<file path="config.mk">
export PLATFORM = sky130hd
export DESIGN_NAME = rf_remote_pulse_code_decoder_top
export DESIGN_NICKNAME = d
export VERILOG_FILES = /design/src/hw/rtl/rfpcd_pkg.sv /design/src/hw/rtl/rf_remote_pulse_code_decoder_top.sv
export VERILOG_INCLUDE_DIRS = /design/src /design/src/hw/rtl
export SDC_FILE = /design/constraint.sdc
export NUM_CORES = 1
export LEC_CHECK = 0
export ABC_AREA = 1
export BUFFER_PORTS_ARGS = -buffer_cell sky130_fd_sc_hd__buf_4
export CAP_MARGIN = 20
export CORE_MARGIN = 2
export CORE_UTILIZATION = 39
export DETAILED_ROUTE_END_ITERATION = 10
export PLACE_DENSITY = 0.53
export SKIP_CTS_REPAIR_TIMING = 1
export SLEW_MARGIN = 20
export SYNTH_ARGS = -nofsm -noshare
export SYNTH_HDL_FRONTEND = slang
export SYNTH_SLANG_ARGS = --single-unit
</file>
<file path="constraint.sdc">
create_clock -name clock -period 3.8 [get_ports clock]
set_input_delay 0.38 -clock clock [delete_from_list [all_inputs] [get_ports clock]]
set_output_delay 0.38 -clock clock [all_outputs]
set_load 0.01 [all_outputs]
</file>
<file path="src/hw/rtl/rf_remote_pulse_code_decoder_top_macros.svh">
// Assertion macros for the pulse-code decoder RTL.
// Used by rf_remote_pulse_code_decoder_top; expects clock and reset in scope.
`ifndef RF_REMOTE_PULSE_CODE_DECODER_TOP_MACROS_SVH
`define RF_REMOTE_PULSE_CODE_DECODER_TOP_MACROS_SVH

// same-cycle implication, checked outside reset
`define RFPCD_ASSERT_NOW(label, ante, cons, msg) \
   label: assert property (@(posedge clock) disable iff (reset) (ante) |-> (cons)) \
      else $error(msg);

// next-cycle implication, checked outside reset
`define RFPCD_ASSERT_NEXT(label, ante, cons, msg) \
   label: assert property (@(posedge clock) disable iff (reset) (ante) |=> (cons)) \
      else $error(msg);

`endif

</file>
<file path="src/hw/rtl/rfpcd_pkg.sv">
// Shared constants for the pulse-code radio remote decoder.
// No dependencies; imported by rf_remote_pulse_code_decoder_top.
package rfpcd_pkg;

   // default code / data lengths
   localparam int CODE_BITS_DEF = 24;
   localparam int DATA_BITS_DEF = 8;

   // request / response widths
   localparam int REQ_DATA_W = 32;   // high_time, low_time
   localparam int REQ_USER_W = 2;    // op
   localparam int RSP_DATA_W = 48;   // 44 bits of fields, zero padded
   localparam int CSR_ADDR_W = 3;
   localparam int CSR_DATA_W = 16;

   localparam int TIME_W    = 16;
   localparam int COUNT_W   = 8;
   localparam int CODE_OUT_W = 24;
   localparam int DATA_OUT_W = 8;

   // op codes
   localparam logic [REQ_USER_W-1:0] OP_PULSE = 2'd0;
   localparam logic [REQ_USER_W-1:0] OP_TICK  = 2'd1;
   localparam logic [REQ_USER_W-1:0] OP_ACK   = 2'd2;

   // register indexes
   localparam logic [CSR_ADDR_W-1:0] REG_SHORT_MIN      = 3'd0;
   localparam logic [CSR_ADDR_W-1:0] REG_SHORT_MAX      = 3'd1;
   localparam logic [CSR_ADDR_W-1:0] REG_LONG_MIN       = 3'd2;
   localparam logic [CSR_ADDR_W-1:0] REG_LONG_MAX       = 3'd3;
   localparam logic [CSR_ADDR_W-1:0] REG_SYNC_MIN       = 3'd4;
   localparam logic [CSR_ADDR_W-1:0] REG_SYNC_MAX       = 3'd5;
   localparam logic [CSR_ADDR_W-1:0] REG_REPEAT_TIMEOUT = 3'd6;
   localparam logic [CSR_ADDR_W-1:0] REG_LEARN_REPEATS  = 3'd7;

   // register reset values
   localparam logic [TIME_W-1:0]  SHORT_MIN_RST      = 16'd28;
   localparam logic [TIME_W-1:0]  SHORT_MAX_RST      = 16'd45;
   localparam logic [TIME_W-1:0]  LONG_MIN_RST       = 16'd84;
   localparam logic [TIME_W-1:0]  LONG_MAX_RST       = 16'd135;
   localparam logic [TIME_W-1:0]  SYNC_MIN_RST       = 16'd868;
   localparam logic [TIME_W-1:0]  SYNC_MAX_RST       = 16'd1395;
   localparam logic [TIME_W-1:0]  REPEAT_TIMEOUT_RST = 16'd22500;
   localparam logic [COUNT_W-1:0] LEARN_REPEATS_RST  = 8'd10;

   localparam logic [COUNT_W-1:0] COUNT_MAX = 8'hFF;
   localparam logic [TIME_W-1:0]  TIMER_MAX = 16'hFFFF;

endpackage

</file>
<file path="src/hw/rtl/rf_remote_pulse_code_decoder_top.sv">
// Pulse-width radio remote decoder: one request per cycle while responses are
// taken, two register stages. Depends on rfpcd_pkg and
// rf_remote_pulse_code_decoder_top_macros.svh.
// Takes one request per clock while rsp_tready is high (op in req_tuser: pulse
// pair, timer tick or acknowledge) and returns exactly one response per
// request, holding the flags, held code/data, repeat count and sync state after
// that request. A request is captured in an input register, and the decoder
// state and the response register are updated from it once the response
// register is empty or being taken; the input register takes one more request
// while a response waits. Threshold registers are to be written by the user
// through the csr_ port only while idle; the block does not enforce this.

`include "rf_remote_pulse_code_decoder_top_macros.svh"

module rf_remote_pulse_code_decoder_top #(
   parameter int CODE_BITS = rfpcd_pkg::CODE_BITS_DEF,
   parameter int DATA_BITS = rfpcd_pkg::DATA_BITS_DEF
) (
   input  logic                               clock,
   input  logic                               reset,
   // request: tdata = high_time[15:0], low_time[31:16]; tuser = op[1:0]
   input  logic                               req_tvalid,
   output logic                               req_tready,
   input  logic [rfpcd_pkg::REQ_DATA_W-1:0]   req_tdata,
   input  logic [rfpcd_pkg::REQ_USER_W-1:0]   req_tuser,
   // response: tdata = code_valid[0], data_valid[1], learn_valid[2],
   // held_code_out[26:3], held_data_out[34:27], repeats_out[42:35],
   // synced_out[43], zero[47:44]
   output logic                               rsp_tvalid,
   input  logic                               rsp_tready,
   output logic [rfpcd_pkg::RSP_DATA_W-1:0]   rsp_tdata,
   // register write port
   input  logic                               csr_we,
   input  logic [rfpcd_pkg::CSR_ADDR_W-1:0]   csr_addr,
   input  logic [rfpcd_pkg::CSR_DATA_W-1:0]   csr_wdata
);
   import rfpcd_pkg::*;

   localparam logic [COUNT_W-1:0] CODE_END = COUNT_W'(CODE_BITS);
   localparam logic [COUNT_W-1:0] FULL_END = COUNT_W'(CODE_BITS + DATA_BITS);

   // config registers
   logic [TIME_W-1:0]  short_min_ff, short_max_ff, long_min_ff, long_max_ff;
   logic [TIME_W-1:0]  sync_min_ff, sync_max_ff, timeout_ff;
   logic [COUNT_W-1:0] learn_ff;

   // input stage
   logic              in_valid_ff;
   logic [1:0]        in_op_ff;
   logic [TIME_W-1:0] in_high_ff, in_low_ff;
   logic              advance;

   // decoder state
   logic                 synced_ff, synced_in;
   logic [COUNT_W-1:0]   bit_cnt_ff, bit_cnt_in;
   logic [COUNT_W-1:0]   repeat_ff, repeat_in;
   logic [CODE_BITS-1:0] code_shift_ff, code_shift_in;
   logic [DATA_BITS-1:0] data_shift_ff, data_shift_in;
   logic [CODE_BITS-1:0] held_code_ff, held_code_in;
   logic [DATA_BITS-1:0] held_data_ff, held_data_in;
   logic                 flag_code_ff, flag_code_in;
   logic                 flag_data_ff, flag_data_in;
   logic                 flag_learn_ff, flag_learn_in;
   logic [TIME_W-1:0]    timer_ff, timer_in;

   // output stage
   logic                  out_valid_ff;
   logic [RSP_DATA_W-1:0] out_data_ff;

   // decode helpers
   logic                 hs, ls, is_sync, bit0, bit1, with_data, first_pkt, pkt_match;
   logic [CODE_BITS-1:0] hc1;
   logic [DATA_BITS-1:0] hd1;
   logic [COUNT_W-1:0]   rc1, rc2;
   logic [TIME_W-1:0]    timer_tick;
   logic [31:0]          held_code_ext;
   logic [15:0]          held_data_ext;

   assign advance    = in_valid_ff && (!out_valid_ff || rsp_tready);
   assign req_tready = !in_valid_ff || advance;
   assign rsp_tvalid = out_valid_ff;
   assign rsp_tdata  = out_data_ff;

   // window compares, all strict
   assign hs      = (in_high_ff > short_min_ff) && (in_high_ff < short_max_ff);
   assign ls      = (in_low_ff > short_min_ff) && (in_low_ff < short_max_ff);
   assign is_sync = hs && (in_low_ff > sync_min_ff) && (in_low_ff < sync_max_ff);
   assign bit0    = hs && (in_low_ff > long_min_ff) && (in_low_ff < long_max_ff);
   assign bit1    = ls && (in_high_ff > long_min_ff) && (in_high_ff < long_max_ff);

   // end-of-packet bookkeeping
   assign with_data = (bit_cnt_ff == FULL_END);
   assign first_pkt = (repeat_ff == '0);
   assign hc1       = first_pkt ? code_shift_ff : held_code_ff;
   assign hd1       = (first_pkt && with_data) ? data_shift_ff : held_data_ff;
   assign rc1       = first_pkt ? COUNT_W'(1) : repeat_ff;
   assign pkt_match = (code_shift_ff == hc1) && (!with_data || (data_shift_ff == hd1));

   assign timer_tick = (timer_ff != TIMER_MAX) ? timer_ff + TIME_W'(1) : timer_ff;

   always_comb begin
      synced_in     = synced_ff;
      bit_cnt_in    = bit_cnt_ff;
      repeat_in     = repeat_ff;
      code_shift_in = code_shift_ff;
      data_shift_in = data_shift_ff;
      held_code_in  = held_code_ff;
      held_data_in  = held_data_ff;
      flag_code_in  = flag_code_ff;
      flag_data_in  = flag_data_ff;
      flag_learn_in = flag_learn_ff;
      timer_in      = timer_ff;
      rc2           = rc1;
      if (advance) begin
         case (in_op_ff)
            OP_PULSE: begin
               if (is_sync) begin
                  if (synced_ff) begin
                     if (bit_cnt_ff == CODE_END || with_data) begin
                        held_code_in = hc1;
                        held_data_in = hd1;
                        if (pkt_match) begin
                           rc2 = (rc1 != COUNT_MAX) ? rc1 + COUNT_W'(1) : rc1;
                        end else if (!with_data) begin
                           // code-only packet with a new code restarts the count
                           held_code_in = code_shift_ff;
                           rc2          = COUNT_W'(1);
                        end
                        repeat_in = rc2;
                        if (rc2 == COUNT_W'(2)) begin
                           flag_code_in = 1'b1;
                           flag_data_in = with_data;
                        end
                        if (rc2 == learn_ff) begin
                           flag_learn_in = 1'b1;
                        end
                        if (with_data) begin
                           data_shift_in = '0;
                        end
                     end else begin
                        data_shift_in = '0;
                     end
                     timer_in      = '0;
                     bit_cnt_in    = '0;
                     code_shift_in = '0;
                  end else begin
                     synced_in = 1'b1;
                  end
               end
               // the sync pair is also tried as a bit
               if (synced_in && (bit0 || bit1)) begin
                  if (bit_cnt_in < CODE_END) begin
                     code_shift_in = CODE_BITS'({code_shift_in, !bit0});
                  end else if (bit_cnt_in < FULL_END) begin
                     data_shift_in = DATA_BITS'({data_shift_in, !bit0});
                  end
                  bit_cnt_in = bit_cnt_in + COUNT_W'(1);
               end
            end
            OP_TICK: begin
               timer_in = timer_tick;
               if (timer_tick > timeout_ff && !flag_code_ff) begin
                  synced_in     = 1'b0;
                  bit_cnt_in    = '0;
                  repeat_in     = '0;
                  code_shift_in = '0;
                  data_shift_in = '0;
                  held_code_in  = '0;
               end
            end
            OP_ACK: begin
               flag_code_in  = 1'b0;
               flag_data_in  = 1'b0;
               flag_learn_in = 1'b0;
            end
            default: begin
            end
         endcase
      end
   end

   assign held_code_ext = 32'(held_code_in);
   assign held_data_ext = 16'(held_data_in);

   // config registers
   always_ff @(posedge clock) begin
      if (reset) begin
         short_min_ff <= SHORT_MIN_RST;
         short_max_ff <= SHORT_MAX_RST;
         long_min_ff  <= LONG_MIN_RST;
         long_max_ff  <= LONG_MAX_RST;
         sync_min_ff  <= SYNC_MIN_RST;
         sync_max_ff  <= SYNC_MAX_RST;
         timeout_ff   <= REPEAT_TIMEOUT_RST;
         learn_ff     <= LEARN_REPEATS_RST;
      end else if (csr_we) begin
         case (csr_addr)
            REG_SHORT_MIN:      short_min_ff <= csr_wdata;
            REG_SHORT_MAX:      short_max_ff <= csr_wdata;
            REG_LONG_MIN:       long_min_ff  <= csr_wdata;
            REG_LONG_MAX:       long_max_ff  <= csr_wdata;
            REG_SYNC_MIN:       sync_min_ff  <= csr_wdata;
            REG_SYNC_MAX:       sync_max_ff  <= csr_wdata;
            REG_REPEAT_TIMEOUT: timeout_ff   <= csr_wdata;
            REG_LEARN_REPEATS:  learn_ff     <= csr_wdata[COUNT_W-1:0];
            default: begin
            end
         endcase
      end
   end

   // input register
   always_ff @(posedge clock) begin
      if (reset) begin
         in_valid_ff <= 1'b0;
      end else if (req_tready) begin
         in_valid_ff <= req_tvalid;
      end
   end

   always_ff @(posedge clock) begin
      if (req_tvalid && req_tready) begin
         in_op_ff   <= req_tuser;
         in_high_ff <= req_tdata[TIME_W-1:0];
         in_low_ff  <= req_tdata[2*TIME_W-1:TIME_W];
      end
   end

   // decoder state
   always_ff @(posedge clock) begin
      if (reset) begin
         synced_ff     <= 1'b0;
         bit_cnt_ff    <= '0;
         repeat_ff     <= '0;
         code_shift_ff <= '0;
         data_shift_ff <= '0;
         held_code_ff  <= '0;
         held_data_ff  <= '0;
         flag_code_ff  <= 1'b0;
         flag_data_ff  <= 1'b0;
         flag_learn_ff <= 1'b0;
         timer_ff      <= '0;
      end else begin
         synced_ff     <= synced_in;
         bit_cnt_ff    <= bit_cnt_in;
         repeat_ff     <= repeat_in;
         code_shift_ff <= code_shift_in;
         data_shift_ff <= data_shift_in;
         held_code_ff  <= held_code_in;
         held_data_ff  <= held_data_in;
         flag_code_ff  <= flag_code_in;
         flag_data_ff  <= flag_data_in;
         flag_learn_ff <= flag_learn_in;
         timer_ff      <= timer_in;
      end
   end

   // response register
   always_ff @(posedge clock) begin
      if (reset) begin
         out_valid_ff <= 1'b0;
      end else if (advance) begin
         out_valid_ff <= 1'b1;
      end else if (rsp_tready) begin
         out_valid_ff <= 1'b0;
      end
   end

   always_ff @(posedge clock) begin
      if (advance) begin
         out_data_ff <= {4'b0, synced_in, repeat_in, held_data_ext[DATA_OUT_W-1:0],
                         held_code_ext[CODE_OUT_W-1:0], flag_learn_in, flag_data_in,
                         flag_code_in};
      end
   end

   `RFPCD_ASSERT_NOW(a_code_needs_count, flag_code_ff, repeat_ff != '0,
      "code flag set with zero repeat count")
   `RFPCD_ASSERT_NOW(a_sync_drop_on_tick, synced_ff && !synced_in,
      advance && in_op_ff == OP_TICK, "sync lost outside a tick timeout")
   `RFPCD_ASSERT_NEXT(a_stage_moves, in_valid_ff && !out_valid_ff, out_valid_ff,
      "held request did not reach the response register")
   `RFPCD_ASSERT_NOW(a_bits_need_sync, bit_cnt_ff != bit_cnt_in, advance && synced_in
      || advance && in_op_ff == OP_TICK, "bit count moved without sync")

endmodule
</file>
== Word-level counts from Yosys, hierarchy flattened ==
Cells that the tools add are included.

* Flip-flop bits (word level): 300

* Magnitude comparators: 13
* Equality and inequality tests: 20
* Add/sub/neg operators: 3
* Reduce and logical (&&, ||, !) cells: 39
* Multiplexer cells: 81

{| class="wikitable"
|+ Operators by type and width
! cell !! count
|-
| 24-bit 2-to-1 mux || 13
|-
| 8-bit 2-to-1 mux || 33
|-
| 16-bit > comparator || 6
|-
| 24-bit one-hot mux with 2 select lines || 2
|-
| 16-bit less-than comparator || 5
|-
| 16-bit 2-to-1 mux || 3
|-
| 8-bit one-hot mux with 2 select lines || 3
|-
| 16-bit one-hot mux with 2 select lines || 1
|-
| 24-bit equality test || 1
|-
| 1-bit 2-to-1 mux || 22
|-
| 16-bit by 1-bit adder with 16-bit output (second input constant) || 1
|-
| 8-bit by 1-bit adder with 8-bit output (second input constant) || 2
|-
| 8-bit equality test || 2
|-
| 16-bit inequality test (second input constant) || 1
|-
| 2-bit AND reduction || 8
|-
| 1-bit logical AND || 14
|-
| 3-bit equality test (second input constant) || 4
|-
| 8-bit by 2-bit equality test with 1-bit output (second input constant) || 1
|-
| 8-bit by 5-bit equality test with 1-bit output (second input constant) || 1
|-
| 8-bit by 6-bit equality test with 1-bit output (second input constant) || 1
|-
| 8-bit zero test || 1
|-
| 8-bit by 5-bit less-than comparator with 1-bit output (second input constant) || 1
|-
| 8-bit by 6-bit less-than comparator with 1-bit output (second input constant) || 1
|-
| 8-bit inequality test (second input constant) || 1
|-
| 13 further kinds || 28
|}

== Depth between registers and ports, before layout ==
* Depth after elaboration: 19
* Depth in mapped cells: 25
* Gate-level depth less buffers: 24

== Worst setup path after synthesis ==
No wires, ideal clock.

* Path kind: reg2reg
* From: register timer_ff[0]
* To: register out_data_ff[21] (netlist: rsp_tdata[21]) (data pin)
* Setup time: 0.262 ns
* Period minus slack after synthesis: 3.366 ns
* Buffers on the path: 1
* Cell stages (with the launch flop): 23
* Data required time: 3.538 ns
* Path slack: 0.434 ns
* Data arrival time: 3.103 ns
* Path through: dfxtp_1 inv_1 nor3_1 nand3_1 nor2_1 nand3_1 nor2_1 inv_1 nor2_1 xor2_1 nand2_1 ha_1 nand2_1 nor2_1 nand4_1 a31o_2 o2111ai_1 nand2_1 clkbuf_1 nand3_1 nand2_1 nand2_1 nand2_1

* Word-level cells in the longest chain between the ends: 7
* Elaborated cells between the ends (all ways): 8
* Those cells by class: add/sub (1); order compare (1); eq/ne (1); mux (4); reduce/logical (1)

{| class="wikitable"
|+ Ends and longest elaborated chain
! element !! line !! RTL
|-
| start, declared || rf_remote_pulse_code_decoder_top.sv:64 || <nowiki>logic [TIME_W-1:0] timer_ff, timer_in;</nowiki>
|-
| start signal, assigned || rf_remote_pulse_code_decoder_top.sv:254 || <nowiki>timer_ff <= timer_in;</nowiki>
|-
| 16-bit by 1-bit adder with 16-bit output or 16-bit inequality test (tied branches) || rf_remote_pulse_code_decoder_top.sv:99 || <nowiki>assign timer_tick = (timer_ff != TIMER_MAX) ? timer_ff + TIME_W'(1) : timer_ff;</nowiki>
|-
| 16-bit 2-to-1 mux (*) || rf_remote_pulse_code_decoder_top.sv:99 ||
|-
| 16-bit > comparator (*) || rf_remote_pulse_code_decoder_top.sv:162 || <nowiki>if (timer_tick > timeout_ff && !flag_code_ff) begin</nowiki>
|-
| 1-bit logical AND (*) || rf_remote_pulse_code_decoder_top.sv:162 ||
|-
| 24-bit 2-to-1 mux (*) || rf_remote_pulse_code_decoder_top.sv:162 ||
|-
| 24-bit one-hot mux with 2 select lines (*) || rf_remote_pulse_code_decoder_top.sv:115 || <nowiki>case (in_op_ff)</nowiki>
|-
| 24-bit 2-to-1 mux (*) || rf_remote_pulse_code_decoder_top.sv:114 || <nowiki>if (advance) begin</nowiki>
|-
| via held_code_in[18] || rf_remote_pulse_code_decoder_top.sv:59 || <nowiki>logic [CODE_BITS-1:0] held_code_ff, held_code_in;</nowiki>
|-
| end signal, assigned || rf_remote_pulse_code_decoder_top.sv:271 || <nowiki>out_data_ff <= {4'b0, synced_in, repeat_in, held_data_ext[DATA_OUT_W-1:0],</nowiki>
|-
| end, declared || rf_remote_pulse_code_decoder_top.sv:68 || <nowiki>logic [RSP_DATA_W-1:0] out_data_ff;</nowiki>
|}

The timed path passes the listed nets; every way through them passes the cells marked *.
A chain may end at the register's enable or synchronous reset.

== Final worst setup path ==
* From: register in_high_ff[5]
* To: register out_data_ff[11] (netlist: rsp_tdata[11]) (data pin)

* Word-level cells in the longest chain between the ends: 7
* Elaborated cells between the ends (all ways): 8
* Those cells by class: order compare (2); mux (3); reduce/logical (3)

{| class="wikitable"
|+ Ends and longest elaborated chain
! element !! line !! RTL
|-
| start, declared || rf_remote_pulse_code_decoder_top.sv:50 || <nowiki>logic [TIME_W-1:0] in_high_ff, in_low_ff;</nowiki>
|-
| start signal, assigned || rf_remote_pulse_code_decoder_top.sv:224 || <nowiki>in_high_ff <= req_tdata[TIME_W-1:0];</nowiki>
|-
| 16-bit > comparator or 16-bit less-than comparator (tied branches) || rf_remote_pulse_code_decoder_top.sv:85 || <nowiki>assign hs = (in_high_ff > short_min_ff) && (in_high_ff < short_max_ff);</nowiki>
|-
| 1-bit logical AND (*) || rf_remote_pulse_code_decoder_top.sv:85 ||
|-
| 1-bit logical AND (*) (2 in a row) || rf_remote_pulse_code_decoder_top.sv:87 || <nowiki>assign is_sync = hs && (in_low_ff > sync_min_ff) && (in_low_ff < sync_max_ff);</nowiki>
|-
| 24-bit 2-to-1 mux (*) || rf_remote_pulse_code_decoder_top.sv:117 || <nowiki>if (is_sync) begin</nowiki>
|-
| 24-bit one-hot mux with 2 select lines (*) || rf_remote_pulse_code_decoder_top.sv:115 ||
|-
| 24-bit 2-to-1 mux (*) || rf_remote_pulse_code_decoder_top.sv:114 ||
|-
| via held_code_in[8] || rf_remote_pulse_code_decoder_top.sv:59 ||
|}

Marked as above.

==> results_dict.tcl <==
set metrics [dict create \
    worstMarginPinSlew_ns 0.824 \
    pre_cts_ws_ns 0.159 \
    drc 0 \
    coreArea_um2 45600 \
    pwr_density_cell_nw_per_um2 388 \
    num_antenna_cells 0 \
    post-layout-total-power_mw 8.26 \
    grt_pass1_wl_mm 83.0 \
    area_delta_synth_final_pct 17.9 \
    final_core_util 0.467 \
    final_clock_period_utilization_by_the_worst_path 0.933 \
    timing.final.crit_period_ns 3.55 \
    timing.critical_path.arrival_ns 3.85 \
    layout_common_cells "sky130_fd_sc_hd__nand2_1, sky130_fd_sc_hd__inv_1, sky130_fd_sc_hd__a21oi_1" \
    dieWidth_um 219 \
    synth_cells 2460 \
    run_status "finished clean" \
    hold_path_startpoint "req_tdata[12]" \
    worst_hold_path_type "input pin to flop" \
    cap_viol_max_count 0 \
    min_path_cells 1 \
    avgViaCountPerCell 5.17 \
    synth_top_family_by_area "simple AND/OR/NAND/NOR gates" \
    antenna_found_initial 4 \
    setup_ws_ns 0.255 \
    fp.dieH_um 219 \
    share_of_cells_above_drive_strength_1 0.101 \
    ys_dominant_reg_cell "sky130_fd_sc_hd__dfxtp_1" \
    worst-endpoint-required_ns 4.11 \
    clock_slew_at_reported_path_ffs_ns 0.06 \
    path_class "flop to flop" \
    setup_skew_ns 0.00996 \
    rrSetupSlack_ns 0.25 \
    clockBufferDepth 3 \
    synth-async-reset-ratio 0 \
    timing.critical_path.fanout_max 50 \
    yosys_warnings 0 \
    initialDrtViolationCount 1152 \
    tritoncts "built" \
    number_of_enable_type_register_cells_in_the_synthesized_netlist 78 \
    final_net_count 2802 \
    timing.final.hold_violations 0 \
    critical_path.endpoint_type "flop" \
    hpwl_mm 36.4 \
    slowest_delay_ns 0.50 \
    synth_compound_area_frac 0.182 \
    reg2reg_to "rsp_tdata[11]$_DFFE_PP_" \
    number_of_buffers_created_by_cts 39 \
    vias 16600 \
    wl_per_cell_um 16.7 \
    top_level_ports 108 \
    setup_violations 0 \
    synth.lib_cells_used.distinct 49 \
    detail_route.wirelength_mm 53.4 \
    die_area_um2 48000 \
    grt_use_total 0.220 \
    cts_htree_levels 2 \
    leakage_nw 9.39 \
    gp_congestion 0.872 \
    setup.worst_path.start_class "flop" \
    grt_start_max_net_pins 127 \
    initial_utilization 0.396 \
    drt_pass_1_iters 5 \
    synth_xor_xnor_area_share 0.00485 \
    clkLatencyLatePin_ns 0.55 \
    postSynthAreaPerCell_um2 7.34 \
    critical-path-top-delay-family "simple AND/OR/NAND/NOR gates" \
    ys_seq_area_frac 0.376 \
    antenna_left 0 \
    combined_area_of_all_synthesized_cells_um2 18100 \
    synth_simple_gate_area_share 0.228 \
    timing.hold.worst_endpoint "in_high_ff[12]$_DFFE_PP_" \
    power.ir.vdd_worst_mv 0.349 \
    timing.max_slew.rel_slack 0.450 \
    maxClockFrequency_mhz 282 \
    synthMuxAreaShare 0 \
    clock_tree.root_cell "sky130_fd_sc_hd__clkbuf_16" \
    cp_num_buf_inv 2 \
    mostFrequentLayoutCell "sky130_fd_sc_hd__nand2_1" \
    global_route.overflow_total 0 \
    first_global_vias 15100 \
    ys_seq_elements 300 \
    critical_path.most_common_cell "sky130_fd_sc_hd__nand2_1" \
    synth_fa_ha_area_frac 0.120 \
    cts.sink_count 300 \
    fp-row-count 78 \
    r2r-start "in_high_ff[5]$_DFFE_PP_" \
    worstRegToRegCells 16 \
    critical-path-slowest-cell "sky130_fd_sc_hd__edfxtp_1" \
    slew_viol_final 0 \
    numPortBuffers 103 \
    crit_path_cell_trace "ha_1 -> a21oi_1 -> nor2_1 -> a211oi_1 -> nand2_1 -> nand2_1 -> nand3_1 -> nor2_1 -> o2111ai_2 -> inv_1 -> buf_12 -> a21oi_1 -> o21ai_0 -> nand2_1 -> nand2_1 -> nand2_1" \
]
[final cells by class]
type / instances / area (µm²)
clock buffers: 56 / 1170
clock inverters: 15 / 179
fillers: 4464 / 24300
inverters: 301 / 1130
multi-input cells: 1755 / 9750
flip-flops and latches: 300 / 6790
well taps: 600 / 751
repair buffers: 174 / 1520
[report_power, final]
group / internal [mW] / switching, mW / leakage (nW)
logic: 0.340 / 0.587 / 6.19
registers: 3.38 / 0.0798 / 2.53
clock network: 2.41 / 1.46 / 0.668
total: 6.13 / 2.13 / 9.39
[how the worst max path moves through the flow]
stage	slack (ns)	depth (start not counted)	endpoint	from
2_1_floorplan	0.43	22	rsp_tdata[21]$_DFFE_PP_	timer_ff[0]$_SDFFE_PP0P_
3_3_place_gp	0.29	22	rsp_tdata[39]$_DFFE_PP_	timer_ff[0]$_SDFFE_PP0P_
3_5_place_dp	0.16	22	held_code_ff[3]$_SDFF_PP0_	timer_ff[0]$_SDFFE_PP0P_
4_1_cts	0.14	22	held_code_ff[3]$_SDFF_PP0_	timer_ff[0]$_SDFFE_PP0P_
5_1_grt	-0.002	23	rsp_tdata[40]$_DFFE_PP_	timer_ff[3]$_SDFFE_PP0P_
6_report	0.25	16	rsp_tdata[11]$_DFFE_PP_	in_high_ff[5]$_DFFE_PP_
[synthesized netlist by cell type, types with 2 or more instances]
cell / n / share of area
sky130_fd_sc_hd__nand2_1: 597 / 0.12
sky130_fd_sc_hd__inv_1: 290 / 0.060
sky130_fd_sc_hd__a21oi_1: 280 / 0.078
sky130_fd_sc_hd__dfxtp_1: 222 / 0.25
sky130_fd_sc_hd__o21ai_0: 206 / 0.057
sky130_fd_sc_hd__ha_1: 173 / 0.12
sky130_fd_sc_hd__nand3_1: 166 / 0.046
sky130_fd_sc_hd__nor2_1: 117 / 0.024
sky130_fd_sc_hd__clkbuf_1: 81 / 0.017
sky130_fd_sc_hd__edfxtp_1: 78 / 0.13
sky130_fd_sc_hd__o211ai_1: 45 / 0.019
sky130_fd_sc_hd__a211oi_1: 26 / 0.011
sky130_fd_sc_hd__nand4_1: 21 / 0.0073
sky130_fd_sc_hd__nor3_1: 21 / 0.0058
sky130_fd_sc_hd__nand3b_1: 13 / 0.0054
sky130_fd_sc_hd__a31oi_1: 10 / 0.0035
sky130_fd_sc_hd__buf_2: 10 / 0.0028
sky130_fd_sc_hd__nand2_2: 9 / 0.0031
sky130_fd_sc_hd__xor2_1: 8 / 0.0039
sky130_fd_sc_hd__a22oi_1: 7 / 0.0029
sky130_fd_sc_hd__buf_6: 7 / 0.0044
sky130_fd_sc_hd__inv_2: 7 / 0.0015
sky130_fd_sc_hd__nor2_2: 7 / 0.0024
sky130_fd_sc_hd__o21a_1: 7 / 0.0029
sky130_fd_sc_hd__and2_1: 6 / 0.0021
sky130_fd_sc_hd__buf_4: 6 / 0.0025
sky130_fd_sc_hd__clkinv_1: 4 / 0.00083
sky130_fd_sc_hd__nand2_4: 4 / 0.0025
sky130_fd_sc_hd__nor4_1: 4 / 0.0014
sky130_fd_sc_hd__buf_1: 3 / 0.00062
sky130_fd_sc_hd__a22oi_2: 2 / 0.0014
sky130_fd_sc_hd__nor2_4: 2 / 0.0012
sky130_fd_sc_hd__nor3_2: 2 / 0.0011
sky130_fd_sc_hd__o21ai_1: 2 / 0.00055
sky130_fd_sc_hd__o31ai_1: 2 / 0.00083
sky130_fd_sc_hd__xnor2_1: 2 / 0.00097
[metal layers]
metal | part of all wire | vias up | wire length [µm] | global-route usage
met5 | 0.00021 | - | 11 | 0
met4 | 0.025 | 2 | 1320 | 0.0633
met3 | 0.044 | 76 | 2330 | 0.0274
met2 | 0.45 | 324 | 23900 | 0.357
met1 | 0.48 | 7651 | 25800 | 0.305
li1 | - | 8503 | - | -
[state kept, by name (all words and copies together), names as in the netlist, 16 cells and up]
| name | count |
|---|---|
| in_low_ff | 16 |
| timeout_ff | 16 |
| rsp_tdata | 44 |
| short_max_ff | 16 |
| long_max_ff | 16 |
| sync_min_ff | 16 |
| code_shift_ff | 24 |
| sync_max_ff | 16 |
| held_code_ff | 24 |
| short_min_ff | 16 |
| in_high_ff | 16 |
| long_min_ff | 16 |
| timer_ff | 16 |
[stage by stage]
stage / instances / setup TNS (ns) / instance area, µm² / hold slack, ns
global placement: 3094 / 0 / 19500 / 0.448
detailed placement: 3094 / 0 / 19500 / 0.448
finish: 3201 / 0 / 21300 / 0.0202
CTS: 3165 / 0 / 20800 / -0.0324
global route: 3201 / -0.00205 / 21300 / 0.00141
floorplan: 2463 / 0 / 18100 / 0.429
[cells by family after synthesis]
| family | Yosys count |
|---|---|
| and+or+nand+nor | 970 |
| AOI/OAI and AO/OA | 598 |
| buffers and inverters | 408 |
| DFF | 300 |
| adders and majority gates | 173 |
| xor gates and xnor gates | 10 |
| other | 1 |
(Power assumes the default switching activity.)
